**config.mk**
```make
export PLATFORM = sky130hd
export DESIGN_NAME = ascii_line_glyph_rasterizer_flat
export DESIGN_NICKNAME = d
export VERILOG_FILES = /design/src/algr_pkg.sv /design/src/algr_if.sv /design/src/algr_step.sv /design/src/ascii_line_glyph_rasterizer.sv /design/src/flat_wrapper.sv
export VERILOG_INCLUDE_DIRS = /design/src /design/src/src
export SDC_FILE = /design/constraint.sdc
export NUM_CORES = 1
export LEC_CHECK = 0
export ABC_AREA = 1
export CORE_UTILIZATION = 60
export CTS_CLUSTER_SIZE = 10
export DETAILED_ROUTE_END_ITERATION = 7
export DONT_BUFFER_PORTS = 1
export GPL_TIMING_DRIVEN = 0
export PLACE_DENSITY = 0.82
export SYNTH_ARGS = -nofsm -noshare
export SYNTH_HDL_FRONTEND = slang
export SYNTH_HIERARCHICAL = 1
export SYNTH_SLANG_ARGS = --single-unit
```
**constraint.sdc**
```tcl
create_clock -name clk_i -period 7.94 [get_ports clk_i]
set_input_delay 0.794 -clock clk_i [delete_from_list [all_inputs] [get_ports clk_i]]
set_output_delay 0.794 -clock clk_i [all_outputs]
set_load 0.005 [all_outputs]
```
**src/assert_macros.svh**
```systemverilog
// Assertion helpers, clocked on the rising edge and disabled in reset.
`ifndef ASSERT_MACROS_SVH
`define ASSERT_MACROS_SVH

// Hold prop at every edge.
`define ASSERT_ALWAYS(lbl, clk, rst_n, prop, msg) \
  lbl: assert property (@(posedge clk) disable iff (!rst_n) (prop)) else $error(msg);

// Require cons in the same cycle as ante.
`define ASSERT_IMPLY(lbl, clk, rst_n, ante, cons, msg) \
  lbl: assert property (@(posedge clk) disable iff (!rst_n) (ante) |-> (cons)) else $error(msg);

// Require cons in the cycle after ante.
`define ASSERT_NEXT(lbl, clk, rst_n, ante, cons, msg) \
  lbl: assert property (@(posedge clk) disable iff (!rst_n) (ante) |=> (cons)) else $error(msg);

`endif

```
**src/algr_pkg.sv**
```systemverilog
package algr_pkg;

  localparam int COORD_BITS = 6;
  localparam int FIELD_W    = 6;
  localparam int GLYPH_W    = 7;
  localparam int ERR_W      = COORD_BITS + 2;

  localparam logic [GLYPH_W-1:0] GLYPH_O      = 7'h4F;
  localparam logic [GLYPH_W-1:0] GLYPH_UNDER  = 7'h5F;
  localparam logic [GLYPH_W-1:0] GLYPH_DASH   = 7'h2D;
  localparam logic [GLYPH_W-1:0] GLYPH_DQUOTE = 7'h22;
  localparam logic [GLYPH_W-1:0] GLYPH_TICK   = 7'h60;
  localparam logic [GLYPH_W-1:0] GLYPH_BAR    = 7'h7C;
  localparam logic [GLYPH_W-1:0] GLYPH_BSLASH = 7'h5C;
  localparam logic [GLYPH_W-1:0] GLYPH_SLASH  = 7'h2F;

  typedef struct packed {
    logic [COORD_BITS-1:0]   col;
    logic [COORD_BITS-1:0]   row;
    logic signed [ERR_W-1:0] err;
    logic signed [ERR_W-1:0] adj;
  } step_t;

endpackage

```
**src/algr_if.sv**
```systemverilog
interface algr_cmd_if;
  import algr_pkg::*;

  logic               valid;
  logic               ready;
  logic [FIELD_W-1:0] start_col;
  logic [FIELD_W-1:0] start_row;
  logic [FIELD_W-1:0] end_col;
  logic [FIELD_W-1:0] end_row;

  modport source (output valid, start_col, start_row, end_col, end_row, input ready);
  modport sink   (input valid, start_col, start_row, end_col, end_row, output ready);
endinterface

interface algr_wr_if;
  import algr_pkg::*;

  logic               valid;
  logic               ready;
  logic [FIELD_W-1:0] cell_col;
  logic [FIELD_W-1:0] cell_row;
  logic [GLYPH_W-1:0] glyph;
  logic               last_write;

  modport source (output valid, cell_col, cell_row, glyph, last_write, input ready);
  modport sink   (input valid, cell_col, cell_row, glyph, last_write, output ready);
endinterface

```
**src/algr_step.sv**
```systemverilog
module algr_step (
  input  logic [algr_pkg::COORD_BITS-1:0]   col_i,
  input  logic [algr_pkg::COORD_BITS-1:0]   row_i,
  input  logic signed [algr_pkg::ERR_W-1:0] err_i,
  input  logic [algr_pkg::COORD_BITS-1:0]   dx_i,
  input  logic [algr_pkg::COORD_BITS-1:0]   dy_i,
  input  logic                              sx_i,
  input  logic                              sy_i,
  output algr_pkg::step_t                   step_o
);
  import algr_pkg::*;

  localparam int EW = ERR_W + 2;

  logic signed [EW-1:0] e2;
  logic signed [EW-1:0] dxe;
  logic signed [EW-1:0] dye;
  logic signed [EW-1:0] errn;
  logic signed [EW-1:0] adjn;

  always_comb begin
    e2   = EW'(err_i) <<< 1;
    dxe  = signed'(EW'(dx_i));
    dye  = signed'(EW'(dy_i));
    errn = EW'(err_i);
    adjn = EW'(err_i);
    step_o.col = col_i;
    step_o.row = row_i;
    if (e2 + dye >= 0) begin
      errn = errn - dye;
      step_o.col = sx_i ? col_i + 1'b1 : col_i - 1'b1;
    end else begin
      adjn = adjn + dye;
    end
    if (e2 <= dxe) begin
      errn = errn + dxe;
      step_o.row = sy_i ? row_i + 1'b1 : row_i - 1'b1;
    end else begin
      adjn = adjn - dxe;
    end
    step_o.err = ERR_W'(errn);
    step_o.adj = ERR_W'(adjn);
  end

endmodule

```
**src/ascii_line_glyph_rasterizer.sv**
```systemverilog
// The first write (start 'O') is offered in S_START, after the SETUP and PRIME states that follow taking the command.
// Throughput: one write per cycle while the sink is ready; no new command is taken
// until the last write of a line has been accepted.
// The command port is ready only when the block is idle.
// Reset (async, active low) returns the sequencer to idle; no storage is cleared.
`include "assert_macros.svh"

module ascii_line_glyph_rasterizer (
  input  logic          clk_i,
  input  logic          rst_ni,
  algr_cmd_if.sink      cmd_i,
  algr_wr_if.source     wr_o
);
  import algr_pkg::*;

  localparam logic [2:0] S_IDLE  = 3'd0;
  localparam logic [2:0] S_SETUP = 3'd1;
  localparam logic [2:0] S_PRIME = 3'd2;
  localparam logic [2:0] S_START = 3'd3;
  localparam logic [2:0] S_END   = 3'd4;
  localparam logic [2:0] S_GLYPH = 3'd5;

  localparam int VW = ERR_W + 6;
  localparam logic signed [VW-1:0] K_SCALE = VW'(56);
  localparam logic signed [VW-1:0] K_HI    = VW'(11);
  localparam logic signed [VW-1:0] K_MID   = VW'(3);

  logic [2:0] state_q, state_d;

  logic [COORD_BITS-1:0]   ac_q, ar_q, bc_q, br_q;
  logic [COORD_BITS-1:0]   dx_q, dy_q;
  logic                    sx_q, sy_q;
  logic signed [ERR_W-1:0] err_q;
  logic [COORD_BITS-1:0]   c0_q, r0_q, c1_q, r1_q, c2_q, r2_q;
  logic signed [ERR_W-1:0] a0_q, a1_q;

  step_t step;
  logic  end_hit;
  logic  advance;
  logic  wr_fire;

  logic [COORD_BITS-1:0] rd, cd, m_col;
  logic signed [VW-1:0]  span_s, v, th_hi, th_mid;
  logic [GLYPH_W-1:0]    glyph;

  algr_step u_step (
    .col_i  (c2_q),
    .row_i  (r2_q),
    .err_i  (err_q),
    .dx_i   (dx_q),
    .dy_i   (dy_q),
    .sx_i   (sx_q),
    .sy_i   (sy_q),
    .step_o (step)
  );

  assign end_hit = (c2_q == bc_q) && (r2_q == br_q);
  assign wr_fire = wr_o.valid && wr_o.ready;

  always_comb begin
    state_d = state_q;
    advance = 1'b0;
    unique case (state_q)
      S_IDLE: begin
        if (cmd_i.valid) state_d = S_SETUP;
      end
      S_SETUP: state_d = S_PRIME;
      S_PRIME: begin
        advance = !end_hit;
        state_d = S_START;
      end
      S_START: begin
        if (wr_o.ready) state_d = S_END;
      end
      S_END, S_GLYPH: begin
        if (wr_o.ready) begin
          advance = !end_hit;
          state_d = end_hit ? S_IDLE : S_GLYPH;
        end
      end
      default: state_d = S_IDLE;
    endcase
  end

  always_ff @(posedge clk_i or negedge rst_ni) begin
    if (!rst_ni) begin
      state_q <= S_IDLE;
    end else begin
      state_q <= state_d;
    end
  end

  always_ff @(posedge clk_i) begin
    if (state_q == S_IDLE && cmd_i.valid) begin
      ac_q <= cmd_i.start_col[COORD_BITS-1:0];
      ar_q <= cmd_i.start_row[COORD_BITS-1:0];
      bc_q <= cmd_i.end_col[COORD_BITS-1:0];
      br_q <= cmd_i.end_row[COORD_BITS-1:0];
    end
    if (state_q == S_SETUP) begin
      sx_q  <= ac_q < bc_q;
      sy_q  <= ar_q < br_q;
      dx_q  <= (ac_q < bc_q) ? bc_q - ac_q : ac_q - bc_q;
      dy_q  <= (ar_q < br_q) ? br_q - ar_q : ar_q - br_q;
      err_q <= signed'(ERR_W'((ac_q < bc_q) ? bc_q - ac_q : ac_q - bc_q))
             - signed'(ERR_W'((ar_q < br_q) ? br_q - ar_q : ar_q - br_q));
      c2_q  <= ac_q;
      r2_q  <= ar_q;
    end
    if (advance) begin
      c0_q  <= c1_q;
      r0_q  <= r1_q;
      a0_q  <= a1_q;
      c1_q  <= c2_q;
      r1_q  <= r2_q;
      a1_q  <= step.adj;
      c2_q  <= step.col;
      r2_q  <= step.row;
      err_q <= step.err;
    end
  end

  always_comb begin
    rd     = (r0_q >= r2_q) ? r0_q - r2_q : r2_q - r0_q;
    cd     = (c0_q >= c2_q) ? c0_q - c2_q : c2_q - c0_q;
    m_col  = (r0_q < r2_q) ? c0_q : c2_q;
    span_s = signed'(VW'(dx_q) + VW'(dy_q));
    th_hi  = span_s * K_HI;
    th_mid = span_s * K_MID;
    v      = VW'(a0_q) * K_SCALE;
    if (!sy_q) v = -v;
    priority if (rd < COORD_BITS'(2)) begin
      priority if (v > th_hi)       glyph = GLYPH_TICK;
      else if (v > th_mid)          glyph = GLYPH_DQUOTE;
      else if (v > -th_hi)          glyph = GLYPH_DASH;
      else                          glyph = GLYPH_UNDER;
    end else if (cd < COORD_BITS'(2) && (c0_q >= c2_q || c1_q != c2_q)
                 && (c0_q <= c2_q || c1_q != c0_q)) begin
      glyph = GLYPH_BAR;
    end else if (m_col < c1_q) begin
      glyph = GLYPH_BSLASH;
    end else begin
      glyph = GLYPH_SLASH;
    end
  end

  assign cmd_i.ready = (state_q == S_IDLE);

  always_comb begin
    wr_o.valid      = 1'b0;
    wr_o.cell_col   = FIELD_W'(c1_q);
    wr_o.cell_row   = FIELD_W'(r1_q);
    wr_o.glyph      = glyph;
    wr_o.last_write = end_hit;
    unique case (state_q)
      S_START: begin
        wr_o.valid      = 1'b1;
        wr_o.cell_col   = FIELD_W'(ac_q);
        wr_o.cell_row   = FIELD_W'(ar_q);
        wr_o.glyph      = GLYPH_O;
        wr_o.last_write = 1'b0;
      end
      S_END: begin
        wr_o.valid      = 1'b1;
        wr_o.cell_col   = FIELD_W'(bc_q);
        wr_o.cell_row   = FIELD_W'(br_q);
        wr_o.glyph      = GLYPH_O;
      end
      S_GLYPH: wr_o.valid = 1'b1;
      default: wr_o.valid = 1'b0;
    endcase
  end

  `ASSERT_ALWAYS(a_no_overlap, clk_i, rst_ni, !(cmd_i.ready && wr_o.valid), "command taken while writing")
  `ASSERT_NEXT(a_last_idles, clk_i, rst_ni, wr_fire && wr_o.last_write, cmd_i.ready, "no idle after last word")
  `ASSERT_IMPLY(a_endpoint_o, clk_i, rst_ni, wr_o.valid && (state_q == S_START || state_q == S_END), wr_o.glyph == GLYPH_O, "endpoint not O")
  `ASSERT_IMPLY(a_start_not_last, clk_i, rst_ni, state_q == S_START, !wr_o.last_write, "start word flagged last")

endmodule
```
**src/flat_wrapper.sv**
```systemverilog
// flat-port wrapper written by rule: the top's interface ports become plain ports
module ascii_line_glyph_rasterizer_flat import algr_pkg::*;
  (clk_i, rst_ni, cmd_i_valid, cmd_i_start_col, cmd_i_start_row, cmd_i_end_col, cmd_i_end_row, cmd_i_ready, wr_o_valid, wr_o_cell_col, wr_o_cell_row, wr_o_glyph, wr_o_last_write, wr_o_ready);
  algr_cmd_if cmd_i_i ();
  algr_wr_if wr_o_i ();
  input  logic clk_i;
  input  logic rst_ni;
  input wire logic [$bits(cmd_i_i.valid)-1:0] cmd_i_valid;
  input wire logic [$bits(cmd_i_i.start_col)-1:0] cmd_i_start_col;
  input wire logic [$bits(cmd_i_i.start_row)-1:0] cmd_i_start_row;
  input wire logic [$bits(cmd_i_i.end_col)-1:0] cmd_i_end_col;
  input wire logic [$bits(cmd_i_i.end_row)-1:0] cmd_i_end_row;
  output wire logic [$bits(cmd_i_i.ready)-1:0] cmd_i_ready;
  output wire logic [$bits(wr_o_i.valid)-1:0] wr_o_valid;
  output wire logic [$bits(wr_o_i.cell_col)-1:0] wr_o_cell_col;
  output wire logic [$bits(wr_o_i.cell_row)-1:0] wr_o_cell_row;
  output wire logic [$bits(wr_o_i.glyph)-1:0] wr_o_glyph;
  output wire logic [$bits(wr_o_i.last_write)-1:0] wr_o_last_write;
  input wire logic [$bits(wr_o_i.ready)-1:0] wr_o_ready;
  assign cmd_i_i.valid = cmd_i_valid;
  assign cmd_i_i.start_col = cmd_i_start_col;
  assign cmd_i_i.start_row = cmd_i_start_row;
  assign cmd_i_i.end_col = cmd_i_end_col;
  assign cmd_i_i.end_row = cmd_i_end_row;
  assign cmd_i_ready = cmd_i_i.ready;
  assign wr_o_valid = wr_o_i.valid;
  assign wr_o_cell_col = wr_o_i.cell_col;
  assign wr_o_cell_row = wr_o_i.cell_row;
  assign wr_o_glyph = wr_o_i.glyph;
  assign wr_o_last_write = wr_o_i.last_write;
  assign wr_o_i.ready = wr_o_ready;
  ascii_line_glyph_rasterizer u_core (.clk_i(clk_i), .rst_ni(rst_ni), .cmd_i(cmd_i_i), .wr_o(wr_o_i));
endmodule
```
## Word level (Yosys, flattened, before mapping)

Cells that the tools add are included.

- $mul: 3
- Divide/modulo/power cells: 0
- Eq/ne operators: 14
- Mux-type cells: 40
- Add/subtract/negate cells: 25
- Bitwise gates (word level): 0
- Reductions and logical operators: 15
- $lt $le $gt $ge: 14
- Shifts and indexed selects: 0

Operators with widths:

| kind | count |
|---|---|
| 6-bit 2-to-1 mux | 13 |
| 8-bit 2-to-1 mux | 8 |
| 7-bit 2-to-1 mux | 7 |
| 6-bit subtractor | 8 |
| 14-bit greater-than comparator | 3 |
| 14-bit negator | 2 |
| 6-bit by 6-bit subtractor with 7-bit output | 4 |
| 6-bit less-than comparator | 4 |
| 6-bit case mux with 2 select lines | 2 |
| 8-bit by 7-bit adder with 8-bit output | 2 |
| 8-bit by 7-bit subtractor with 8-bit output | 2 |
| 3-bit case mux with 5 select lines | 1 |
| 14-bit by 3-bit multiplier with 14-bit output, second input constant | 1 |
| 14-bit by 5-bit multiplier with 14-bit output, second input constant | 1 |
| 14-bit 2-to-1 mux | 1 |
| 6-bit by 1-bit adder with 6-bit output, second input constant | 2 |
| 6-bit == test | 2 |
| 6-bit >= comparator | 2 |
| 6-bit by 2-bit less-than comparator with 1-bit output, second input constant | 2 |
| 3-bit 2-to-1 mux | 4 |
| 6-bit != test | 2 |
| 6-bit by 1-bit subtractor with 6-bit output, second input constant | 2 |
| 8-bit by 4-bit multiplier with 11-bit output, second input constant | 1 |
| 9-bit by 7-bit adder with 10-bit output | 1 |
| other kinds (20) | 34 |

- Bits in writable memories: 0
- Input port bits: 28
- Latch bits: 0
- Bits in read-only memories: 0
- Register bits: 101
- Logic and storage cells: 129
- Memories kept: 0

## Logic depth before layout (Yosys ltp)

- Word-level depth: 9
- Mapped depth: 33
- Mapped depth without buffers: 33

## Cells and area by module

Netlist, hierarchy kept.

By module, submodules not included:

| module | area an instance (um2) | cells each | instances | seq. area each (um2) |
|---|---|---|---|---|
| ascii_line_glyph_rasterizer | 9110.0 | 1096 | 1 | 3017.9 |
| algr_step | 2366.0 | 381 | 1 | 0.0 |

## Least setup slack after synthesis

No wires, ideal clock.

- Kind: register to output
- Start point: register u_core.dx_q[2]
- End point: output port wr_o_glyph[5]
- Data arrival time: 5.110 ns
- Setup slack: 2.036 ns
- Required time: 7.146 ns
- Cell stages (with the launch flop): 32
- Path buffers: 0
- Path through: edfxtp_1 > ha_1 > a21oi_1 > inv_1 > a31oi_1 > nor2_1 > o21ai_0 > nand2_1 > xor2_1 > inv_1 > fa_1 > inv_1 > ha_1 > a21oi_1 > o21ai_1 > a21oi_1 > o21ai_1 > a21oi_1 > inv_1 > a21oi_1 > inv_1 > nor3b_1 > ha_1 > nand2_1 > nor2_1 > a211oi_1 > nand2_1 > o21ai_0 > nand2_1 > nand4_1 > nand2_1 > nor2_1

- Word-level cells in the longest chain between the ends: 9

Ends and longest elaborated chain:

| item | line | source |
|---|---|---|
| start, declared | ascii_line_glyph_rasterizer.sv:31 | `logic [COORD_BITS-1:0] dx_q, dy_q;` |
| start signal, assigned | ascii_line_glyph_rasterizer.sv:103 | `dx_q <= (ac_q < bc_q) ? bc_q - ac_q : ac_q - bc_q;` |
| 6-bit by 6-bit adder with 7-bit output (*) | ascii_line_glyph_rasterizer.sv:127 | `span_s = signed'(VW'(dx_q) + VW'(dy_q));` |
| 14-bit by 5-bit multiplier with 14-bit output | ascii_line_glyph_rasterizer.sv:128 | `th_hi = span_s * K_HI;` |
| 14-bit negator | ascii_line_glyph_rasterizer.sv:135 | `else if (v > -th_hi) glyph = GLYPH_DASH;` |
| 14-bit greater-than comparator | ascii_line_glyph_rasterizer.sv:135 |  |
| 7-bit 2-to-1 mux | ascii_line_glyph_rasterizer.sv:135 |  |
| 7-bit 2-to-1 mux | ascii_line_glyph_rasterizer.sv:134 | `else if (v > th_mid) glyph = GLYPH_DQUOTE;` |
| 7-bit 2-to-1 mux (*) | ascii_line_glyph_rasterizer.sv:133 | `priority if (v > th_hi) glyph = GLYPH_TICK;` |
| 7-bit 2-to-1 mux (*) | ascii_line_glyph_rasterizer.sv:132 | `priority if (rd < COORD_BITS'(2)) begin` |
| 7-bit 2-to-1 mux (*) | ascii_line_glyph_rasterizer.sv:155 | `unique case (state_q)` |
| end, declared | flat_wrapper.sv:17 | `output wire logic [$bits(wr_o_i.glyph)-1:0] wr_o_glyph;` |

Every way passes the cells marked *; elsewhere a longest branch is shown, timed or not.

## Worst setup path in the final report

- Start point: register u_core.dx_q[1]
- End point: output port wr_o_glyph[5]

Same word-level chain as after synthesis.

==> parameters.txt <==
Parameter                              Value

Yosys
  Largest family of logic cells by synthesized area    adder cells
  Fraction of the yosys area taken by sequential cells    0.263
  Post-Synth XOR/XNOR Area    0.0649
  Proportion of synthesized area in mux cells    0.000872
  Fraction of the mapped netlist area in compound gates    0.109
  Post-Syn Area    11,500 um2
  Gate count after technology mapping    1,477
  Yosys Warn Count    6
  FF+latch count, synth    101
  Simple-gate portion of the synthesized area    0.225
  Net count after synthesis    1,706
  Count of unique library cells instantiated by Yosys    55
  Fraction of the mapped netlist area in adder cells    0.237
  Average cell area after synthesis    7.77 um2

Timing
  Slew @ Worst Pin    0.993 ns
  Highest clock rate    0.140 GHz
  Unrepaired setup endpoints after global routing    no
  Final hold vios    0
  Slew Viols, Final    0
  Final period demand of the worst path    7.16 ns
  Worst clock skew    0.0109 ns
  Worst relative slew slack    0.336
  Worst Slack Setup Final    0.779 ns
  Setup total negative slack    0 ns
  Total of endpoints with negative setup slack in the final report    0
  Fraction of the cycle the final worst path needs    0.902

Setup path
  Critical R2R Capture    u_core/err_q[7]$_DFFE_PP_
  Kind of end point of the critical path    primary output
  Critical path arrival    6.37 ns
  Crit path top cell by count    nand2_1
  Slowest Stage Delay on Critical Path    0.58 ns
  FF-to-FF Start    u_core/ar_q[1]$_DFFE_PP_
  Endpoint required time on the critical path    7.15 ns
  Slowest cell on the critical path    edfxtp_1
  Critical Path Source Type    flip-flop
  Number of cell instances on the worst register-to-register path    22
  Register-to-register path setup slack    4.07 ns
  Max Fanout on Critical Path    6
  Type of the worst setup path    flip-flop to primary output

Clock tree
  Post-CTS Resized    0
  Number of buffers created by CTS    9
  Root buffer selected by CTS    clkbuf_16
  Post-CTS setup repair buffer count    0
  Clock sink count    101
  Clock-pin slew on the worst setup and hold paths    0.07 ns
  Clock insertion delay at the later pin of the skew report    0.35 ns
  Maximum count of clock buffers along a single path    2
  CTS H-tree lvls    3
  Number of buffers inserted for hold repair after clock tree synthesis    0
  Clock tree from TritonCTS    built

Layout
  Seq. cell area    3020 um2
  Proportion of layout cells with a drive suffix above 1    0.0602
  Area used by multi-input combinational logic    7320 um2
  Top Registers    u_core/a0_q (8), u_core/a1_q (8), u_core/err_q (8)
  ANT cells    0
  Highest-count cells in the layout ignoring fill and taps    nand2_1, inv_1, ha_1
  Fill cell count    1,575
  Synthesis-to-layout area growth    5.40%
  Final layout net count    1,719
  Most common cell after layout, fill and taps aside    nand2_1

Route
  Via count    9,732
  Number of remaining DRC errors    0
  Routed wirelength normalized by instance count    14.9 um
  1st-iter DRT viols    780
  Wire length reported by the detailed router    25,800 um
  Vias per cell    5.63
  First-pass iteration count of the detailed router    5
  Post-detailed-route count of antenna-violating nets    0

Place
  Setup slack after placement    1.17 ns
  Placed wire-length estimate after detailed placement    21,000 um
  Number of buffer cells added on primary ports    0
  Weighted congestion at the end of routability-driven global placement    0.960

GRT
  Pin count of the biggest net entering global routing    50
  Global-route usage over all layers    0.272
  Global route total overflow    0
  Via count of the first global-routing pass    9,446
  Antenna violations before repair    0
  Global-route wire length before repair    43,200 um

Floorplan
  Die Span X    140 um
  Total number of placement rows    50
  Count of boundary I/O pins    50
  Core Box Area    18,700 um2
  Total die area    19,700 um2
  Chip Height    140 um
  Effective utilization at floorplan    0.614

Run
  Count of max-cap constraint violations    0

Outcome
  Status    finished clean

Min path
  Classification of the worst-slack hold path    input port to async pin
synth_stat cells (all sizes together):
cell / number / area (um2)
o22ai: 3 / 18.8
nand3: 82 / 443
nor3b: 2 / 15.0
a221oi: 1 / 8.76
o2111ai: 1 / 8.76
edfxtp: 98 / 2940
ha: 173 / 2160
buf: 19 / 161
clkbuf: 7 / 27.5
nor4: 7 / 43.8
mux2i: 1 / 10.0
a31oi: 2 / 12.5
a22oi: 2 / 15.0
dfrtp: 3 / 75.1
o21ai: 77 / 412
o31ai: 2 / 15.0
a21o: 5 / 37.5
nor3: 10 / 66.3
a211oi: 4 / 30.0
a21boi: 2 / 15.0
nor2: 83 / 319
xnor2: 26 / 228
inv: 252 / 961
and3: 1 / 6.26
a21oi: 89 / 457
xor2: 59 / 517
o211ai: 7 / 52.6
a211o: 1 / 8.76
nand4: 28 / 175
o221ai: 12 / 105
nand2: 377 / 1470
o21a: 1 / 7.51
or2: 7 / 43.8
fa: 28 / 561
o21bai: 5 / 45.0
layer usage:
layer / track usage / routed length, um
met5: 0 / 0
met4: 0.0989 / 732
met3: 0.0342 / 1680
met2: 0.453 / 12000
met1: 0.363 / 11500
stage by stage:
step | hold slack [ns] | utilization | cell area, um2 | cells
2_1_floorplan | 0.400 | - | 11500 | 1477
3_3_place_gp | 0.402 | 0.629 | 11800 | 1711
3_5_place_dp | 0.405 | 0.631 | 11800 | 1713
4_1_cts | 0.127 | 0.647 | 12100 | 1729
5_1_grt | 0.117 | 0.647 | 12100 | 1729
6_report | 0.134 | 0.647 | 12100 | 1729
cell families after synthesis:
kind of cell | Yosys count
fa+ha+maj | 201
simple gates | 597
buf+inv | 278
xor+xnor | 85
flops | 101
compound gates | 214
mux | 1
worst max-delay path, delay by kind of cell, from the launching register on:
family                   cells  cell delay (ns)
AND/OR/NAND/NOR             12             1.53
AO/OA/AOI/OAI               10             1.60
buffers and inverters        5             0.45
adder cells (fa/ha/maj)      4             1.40
flip-flops                   1             0.58
XOR/XNOR                     1             0.46
worst max-delay path by stage:
| stage | start | endpoint | slack [ns] | cells after the start |
|---|---|---|---|---|
| CTS | u_core/dx_q[1]$_DFFE_PP_ | wr_o_glyph[5] | 0.78 | 32 |
| global placement | u_core/dy_q[2]$_DFFE_PP_ | wr_o_glyph[5] | 1.30 | 32 |
| floorplan | u_core/dx_q[2]$_DFFE_PP_ | wr_o_glyph[5] | 2.04 | 31 |
| finish | u_core/dx_q[1]$_DFFE_PP_ | wr_o_glyph[5] | 0.78 | 32 |
| global route | u_core/dx_q[1]$_DFFE_PP_ | wr_o_glyph[5] | 0.15 | 32 |
| detailed placement | u_core/dx_q[1]$_DFFE_PP_ | wr_o_glyph[5] | 1.17 | 32 |
cell type report:
cell class              count  share of cell area
plain buffers              26              0.0156
clock inverters             7             0.00559
flip-flops and latches    101               0.250
well taps                 234              0.0242
clock buffers               9              0.0186
inverters                 252              0.0794
multi-input cells        1098               0.605
repair buffers              2             0.00217
Power is left out: the tool's default activity adds up to more than one toggle a clock period on the data nets, which glitch-free logic cannot reach.
